### config.mk
export PLATFORM = sky130hd
export DESIGN_NAME = three_lfsr_combiner_stream_cipher
export DESIGN_NICKNAME = d
export VERILOG_FILES = /design/src/rtl/tlfsr_pkg.sv /design/src/rtl/tlfsr_cfg.sv /design/src/rtl/tlfsr_core.sv /design/src/rtl/three_lfsr_combiner_stream_cipher.sv
export SDC_FILE = /design/constraint.sdc
export NUM_CORES = 1
export LEC_CHECK = 0
export ABC_CLOCK_PERIOD_IN_PS = 3010
export BUFFER_PORTS_ARGS = -buffer_cell sky130_fd_sc_hd__buf_2
export CAP_MARGIN = 25
export CORE_MARGIN = 2
export CORE_UTILIZATION = 41
export DETAILED_ROUTE_END_ITERATION = 8
export SYNTH_ARGS = -nofsm -noshare
export SYNTH_HDL_FRONTEND = slang
export SYNTH_HIERARCHICAL = 1
export SYNTH_SLANG_ARGS = --single-unit
### constraint.sdc
create_clock -name clk -period 3.01 [get_ports clk]
set_input_delay 0.301 -clock clk [delete_from_list [all_inputs] [get_ports clk]]
set_output_delay 0.301 -clock clk [all_outputs]
set_load 0.02 [all_outputs]
### src/rtl/tlfsr_pkg.sv
// Shared types and constants of the three-LFSR combiner cipher.
package tlfsr_pkg;

  localparam int KEY_W       = 64;
  localparam int BYTE_W      = 8;
  localparam int CFG_INDEX_W = 4;

  localparam int LEN_A = 43;
  localparam int LEN_B = 41;
  localparam int LEN_C = 47;

  localparam logic [LEN_A-1:0] TAPS_A = 43'h332B;
  localparam logic [LEN_B-1:0] TAPS_B = 41'h2D;
  localparam logic [LEN_C-1:0] TAPS_C = 47'h69;

  // Boolean combiner tables, bit i is the entry for index i
  localparam logic [7:0] TAB_ONE   = 8'hE8;
  localparam logic [7:0] TAB_TWO   = 8'hD2;
  localparam logic [7:0] TAB_THREE = 8'hAC;

  // Register indexes on the config port
  localparam logic [CFG_INDEX_W-1:0] REG_KEY_LOW  = 4'd0;
  localparam logic [CFG_INDEX_W-1:0] REG_KEY_HIGH = 4'd1;

  typedef struct packed {
    logic [KEY_W-1:0] low;
    logic [KEY_W-1:0] high;
  } key_t;

endpackage

### src/rtl/tlfsr_cfg.sv
// Key register file written through the config channel.
module tlfsr_cfg (
  input  logic                               clk,
  input  logic                               rst,
  input  logic                               cfg_valid,
  output logic                               cfg_ready,
  input  logic [tlfsr_pkg::CFG_INDEX_W-1:0]  cfg_index,
  input  logic [tlfsr_pkg::KEY_W-1:0]        cfg_data,
  output tlfsr_pkg::key_t                    key
);
  import tlfsr_pkg::*;

  assign cfg_ready = 1'b1;

  always_ff @(posedge clk) begin
    if (rst) begin
      key.low  <= '0;
      key.high <= '0;
    end else if (cfg_valid && cfg_ready) begin
      case (cfg_index)
        REG_KEY_LOW:  key.low  <= cfg_data;
        REG_KEY_HIGH: key.high <= cfg_data;
        default: ;  // unmapped index, dropped
      endcase
    end
  end

endmodule

### src/rtl/tlfsr_core.sv
// LFSR state, key reload and eight-step keystream per byte.
module tlfsr_core (
  input  logic                          clk,
  input  logic                          rst,
  input  logic                          fire,
  input  logic                          restart,
  input  logic [tlfsr_pkg::BYTE_W-1:0]  data_byte,
  input  tlfsr_pkg::key_t               key,
  output logic [tlfsr_pkg::BYTE_W-1:0]  result_byte
);
  import tlfsr_pkg::*;

  logic [LEN_A-1:0] lfsr_a, lfsr_a_next;
  logic [LEN_B-1:0] lfsr_b, lfsr_b_next;
  logic [LEN_C-1:0] lfsr_c, lfsr_c_next;
  logic [BYTE_W-1:0] ks;

  always_comb begin
    logic [LEN_A-1:0] a;
    logic [LEN_B-1:0] b;
    logic [LEN_C-1:0] c;
    logic [2:0]       idx;
    logic [47:0]      slice_b;
    if (restart) begin
      slice_b = {key.high[23:0], key.low[63:40]};  // key bytes 5..10
      a = key.low[LEN_A-1:0];
      b = slice_b[LEN_B+2:3];
      c = {3'b000, key.high[63:20]};               // key bytes 10..15 >> 4
    end else begin
      slice_b = '0;
      a = lfsr_a;
      b = lfsr_b;
      c = lfsr_c;
    end
    ks = '0;
    for (int i = 0; i < BYTE_W; i++) begin
      idx   = {c[0], b[0], a[0]};
      ks[i] = TAB_ONE[idx] ^ TAB_TWO[idx] ^ TAB_THREE[idx];
      a = {^(a & TAPS_A), a[LEN_A-1:1]};
      b = {^(b & TAPS_B), b[LEN_B-1:1]};
      c = {^(c & TAPS_C), c[LEN_C-1:1]};
    end
    lfsr_a_next = a;
    lfsr_b_next = b;
    lfsr_c_next = c;
  end

  assign result_byte = data_byte ^ ks;

  always_ff @(posedge clk) begin
    if (rst) begin
      lfsr_a <= '0;
      lfsr_b <= '0;
      lfsr_c <= '0;
    end else if (fire) begin
      lfsr_a <= lfsr_a_next;
      lfsr_b <= lfsr_b_next;
      lfsr_c <= lfsr_c_next;
    end
  end

endmodule

### src/rtl/three_lfsr_combiner_stream_cipher.sv
// Top level of the three-LFSR combiner stream cipher.
//
//   channel | direction | handshake            | payload
//   --------+-----------+----------------------+------------------------------------
//   s_*     | in        | s_tvalid / s_tready  | tdata = data_byte, tuser = restart
//   m_*     | out       | m_tvalid / m_tready  | tdata = result_byte
//   cfg_*   | in        | cfg_valid/cfg_ready  | cfg_index, cfg_data (64-bit key word)
//
// One word per cycle sustained while m_tready stays high; an accepted word goes to the input
// register, then the eight unrolled LFSR steps and the XOR feed the output register,
// where m_tvalid rises. The LFSRs advance as the word moves on.
// Reset (rst, synchronous) zeroes LFSRs and key; until a restart word arrives the
// keystream is zero. A stall on m_tready holds the output and a full input register;
// s_tready drops only when both are full. cfg_ready is tied high; write keys while idle.
module three_lfsr_combiner_stream_cipher (
  input  logic                               clk,
  input  logic                               rst,
  // input stream
  input  logic                               s_tvalid,
  output logic                               s_tready,
  input  logic [7:0]                         s_tdata,   // [7:0] data_byte
  input  logic [0:0]                         s_tuser,   // [0] restart
  // output stream
  output logic                               m_tvalid,
  input  logic                               m_tready,
  output logic [7:0]                         m_tdata,   // [7:0] result_byte
  // config writes
  input  logic                               cfg_valid,
  output logic                               cfg_ready,
  input  logic [tlfsr_pkg::CFG_INDEX_W-1:0]  cfg_index,
  input  logic [tlfsr_pkg::KEY_W-1:0]        cfg_data
);
  import tlfsr_pkg::*;

  key_t              key;
  logic              in_valid;
  logic [BYTE_W-1:0] in_data;
  logic              in_restart;
  logic [BYTE_W-1:0] result_byte;
  logic              advance;
  logic              fire;

  // output slot free or draining this cycle
  assign advance  = !m_tvalid || m_tready;
  assign fire     = in_valid && advance;
  assign s_tready = !in_valid || advance;

  tlfsr_cfg u_cfg (
    .clk       (clk),
    .rst       (rst),
    .cfg_valid (cfg_valid),
    .cfg_ready (cfg_ready),
    .cfg_index (cfg_index),
    .cfg_data  (cfg_data),
    .key       (key)
  );

  tlfsr_core u_core (
    .clk         (clk),
    .rst         (rst),
    .fire        (fire),
    .restart     (in_restart),
    .data_byte   (in_data),
    .key         (key),
    .result_byte (result_byte)
  );

  // input register
  always_ff @(posedge clk) begin
    if (rst) begin
      in_valid <= 1'b0;
    end else if (s_tready) begin
      in_valid <= s_tvalid;
    end
  end

  always_ff @(posedge clk) begin
    if (s_tvalid && s_tready) begin
      in_data    <= s_tdata;
      in_restart <= s_tuser[0];
    end
  end

  // output register
  always_ff @(posedge clk) begin
    if (rst) begin
      m_tvalid <= 1'b0;
    end else if (advance) begin
      m_tvalid <= in_valid;
    end
  end

  always_ff @(posedge clk) begin
    if (fire) begin
      m_tdata <= result_byte;
    end
  end

endmodule

==> impl_metrics.tcl <==
set metrics [dict create \
    status "finished, final reports clean" \
    startpoint_type "register" \
    max-vdd-ir-drop_v 0.000418 \
    area_delta_synth_final_pct 13.9 \
    grt_max_degree 88 \
    switching_share 0.248 \
    synth.top_cell.area_share 0.387 \
    comb_power_share 0.114 \
    synth-xor-area-share 0.109 \
    synth_commonest_cells "mux2i_1 (282), dfxtp_1 (261), nand2b_1 (201), nor2_1 (129), a211oi_1 (111)" \
    rsz0062_at_grt "false" \
    yosys.area.top_type "dfxtp_1" \
    dieWidth_um 185 \
    antennaDiodeCount 0 \
    drt-wirelength-per-cell_um 18.2 \
    first_global_vias 8853 \
    grt_overflow 0 \
    synth_compound_area_frac 0.0694 \
    synthSimpleGateAreaFrac 0.139 \
    synth_ff_type "dfxtp_1" \
    drtAntennaViolNets 0 \
    cp.required_ps 3440 \
    die-area_mm2 0.0344 \
    clockRootBuffer "clkbuf_16" \
    synth_warnings 6 \
    cts_tree "yes" \
    place.gp.congestion 0.781 \
    clk_latency_ps 550 \
    antenna_found_initial 0 \
    synthAdderAreaFrac 0 \
    io_buffers 91 \
    p_int_w 0.00661 \
    synth.most_common_cell "mux2i_1" \
    ys_types 38 \
    synth_seq_cells 278 \
    power.share.clock 0.428 \
    netlist_area_mm2 0.0135 \
    drive_gt1_frac 0.131 \
    die_h_um 185 \
    core_mm2 0.0325 \
    vias_per_cell 4.94 \
    crit_arrival_ps 2530 \
    grt_util_all_layers 0.193 \
    syn_avg_cell_area_um2 10.5 \
    firstDrtPassIters 5 \
    critPathCaptureType "register" \
    leakage_nw 6.13 \
    p_seq_frac 0.458 \
    clock-sinks 278 \
    rows 66 \
    fin_ws_ps 911 \
    cap_violations 0 \
    post-route-period-util 0.697 \
    start_util 0.416 \
    yosys-mux-area-fraction 0.215 \
    ctsResizeCount 0 \
    synth_top_family_by_area "multiplexers" \
    io_pins 93 \
    htree_levels 1 \
    wirelength_um 32800 \
    power_w 0.00879 \
    slew_violations 0 \
    tightest_slew_ps 565 \
    drc 0 \
    clk_pin_slew_worst_paths_ps 60 \
    crit_type "register to register" \
    setup_tns_ps 0 \
    ys_seq_area_frac 0.425 \
    fin_nets 1418 \
    hold_violations 0 \
    fin_skew_ps 7.84 \
    hpwl_um 22700 \
    cts_hold_buf 10 \
    fmax_ghz 0.476 \
    fin_crit_ps 2100 \
    ys_top_cells_by_area "dfxtp_1 (39%), mux2i_1 (21%), nand2b_1 (9.3%)" \
    numCtsBuffers 31 \
    relSlewSlack 0.619 \
    finalSetupViolCount 0 \
    drt_iter0_drc 577 \
    cts_setup_buffers 0 \
    ctsLongestPathBuffers 3 \
    crit_fanout 46 \
    powerDensity_mw_per_mm2 572 \
    synth-edff-count 17 \
    syn_inst 1283 \
    min_path_type "primary input to register" \
    grt_pass1_wl_um 51200 \
    vias 8904 \
    syn-num-nets 1365 \
    power_switching_w 0.00218 \
    synth_async_sr_flop_share 0 \
    post-place-ws_ps 921 \
]
worst max-delay path, cell delays in order (launching register included):
cell      delay [ps]
edfxtp_1         370
buf_12           310
buf_4            310
mux2i_1          440
xnor2_2          150
xnor2_1          160
mux2i_1          150
nor2_1            50
metal layers:
metal,up-vias,share of wire,GRT usage
met3,46,0.033,0.0234
met4,0,0.020,0.0432
met1,4191,0.51,0.286
met5,-,0,0
li1,4497,-,-
met2,170,0.44,0.298
kinds of logic after synthesis:
| family | count (synthesis) |
|---|---|
| AO/OA/AOI/OAI | 129 |
| XOR/XNOR | 131 |
| buffers and inverters | 107 |
| flip-flops | 278 |
| multiplexers | 288 |
| other | 1 |
| AND/OR/NAND/NOR | 349 |
stage by stage:
stage               instances  hold slack [ps]   util  instance area (um2)
floorplan                1283              363      -                13500
CTS                      1802             17.3  0.473                15400
finish                   1802             37.0  0.473                15400
global route             1802             34.5  0.473                15400
detailed placement       1735              462  0.439                14200
global placement         1735              458  0.439                14200
power groups by stage:
stage	Sequential (W)	Combinational, W	Clock (W)
6_report	0.00403	0.00100	0.00376
5_1_grt	0.00404	0.00110	0.00399
4_1_cts	0.00403	0.00101	0.00383
3_5_place_dp	0.00411	0.000993	0
3_3_place_gp	0.00411	0.000982	0
2_1_floorplan	0.00405	0.000776	0
placed cells by master (no fill, tap or decap), types with 5 or more instances in the layout:
cell type      instances
dfxtp_1              261
buf_4                 15
dlygate4sd3_1         10
nor2_1               129
xnor3_1               20
nand2b_1             201
edfxtp_1              17
clkinv_2               5
mux2i_1              282
buf_2                 90
a211oi_1             111
clkbuf_1              11
clkbuf_8               5
a21oi_1                7
xnor2_1               85
clkbuf_16             34
buf_12                 8
xor2_1                21
flip-flops by register name, summed over array words and instances, names as in the netlist:
| name | count |
|---|---|
| u_core/lfsr_b | 41 |
| m_tvalid | 1 |
| in_restart | 1 |
| in_valid | 1 |
| u_core/lfsr_c | 47 |
| m_tdata | 8 |
| u_core/lfsr_a | 43 |
| u_cfg/key | 128 |
| in_data | 8 |
area by class of cell:
| cell class | count | area (um2) |
|---|---|---|
| Fill cell | 3072 | 17100 |
| Inverter | 3 | 11.3 |
| Timing Repair Buffer | 124 | 837 |
| Tap cell | 442 | 553 |
| Clock inverter | 8 | 70.1 |
| Sequential cell | 278 | 5740 |
| Multi-Input combinational cell | 898 | 7200 |
| Clock buffer | 49 | 947 |
final timing paths:
path | cells past startpoint | startpoint | slack, ps | end
hold / removal | 3 | cfg_data[38] | 40 | u_cfg/key[102]$_SDFFE_PP0P_
setup reg to reg | 7 | in_restart$_DFFE_PP_ | 910 | u_core/lfsr_b[38]$_SDFFE_PP0P_
hold reg to reg | 2 | u_core/lfsr_c[36]$_SDFFE_PP0P_ | 470 | u_core/lfsr_c[36]$_SDFFE_PP0P_
setup / recovery | 7 | in_restart$_DFFE_PP_ | 910 | u_core/lfsr_b[38]$_SDFFE_PP0P_
Note: power is estimated with default switching activity, not from simulation.
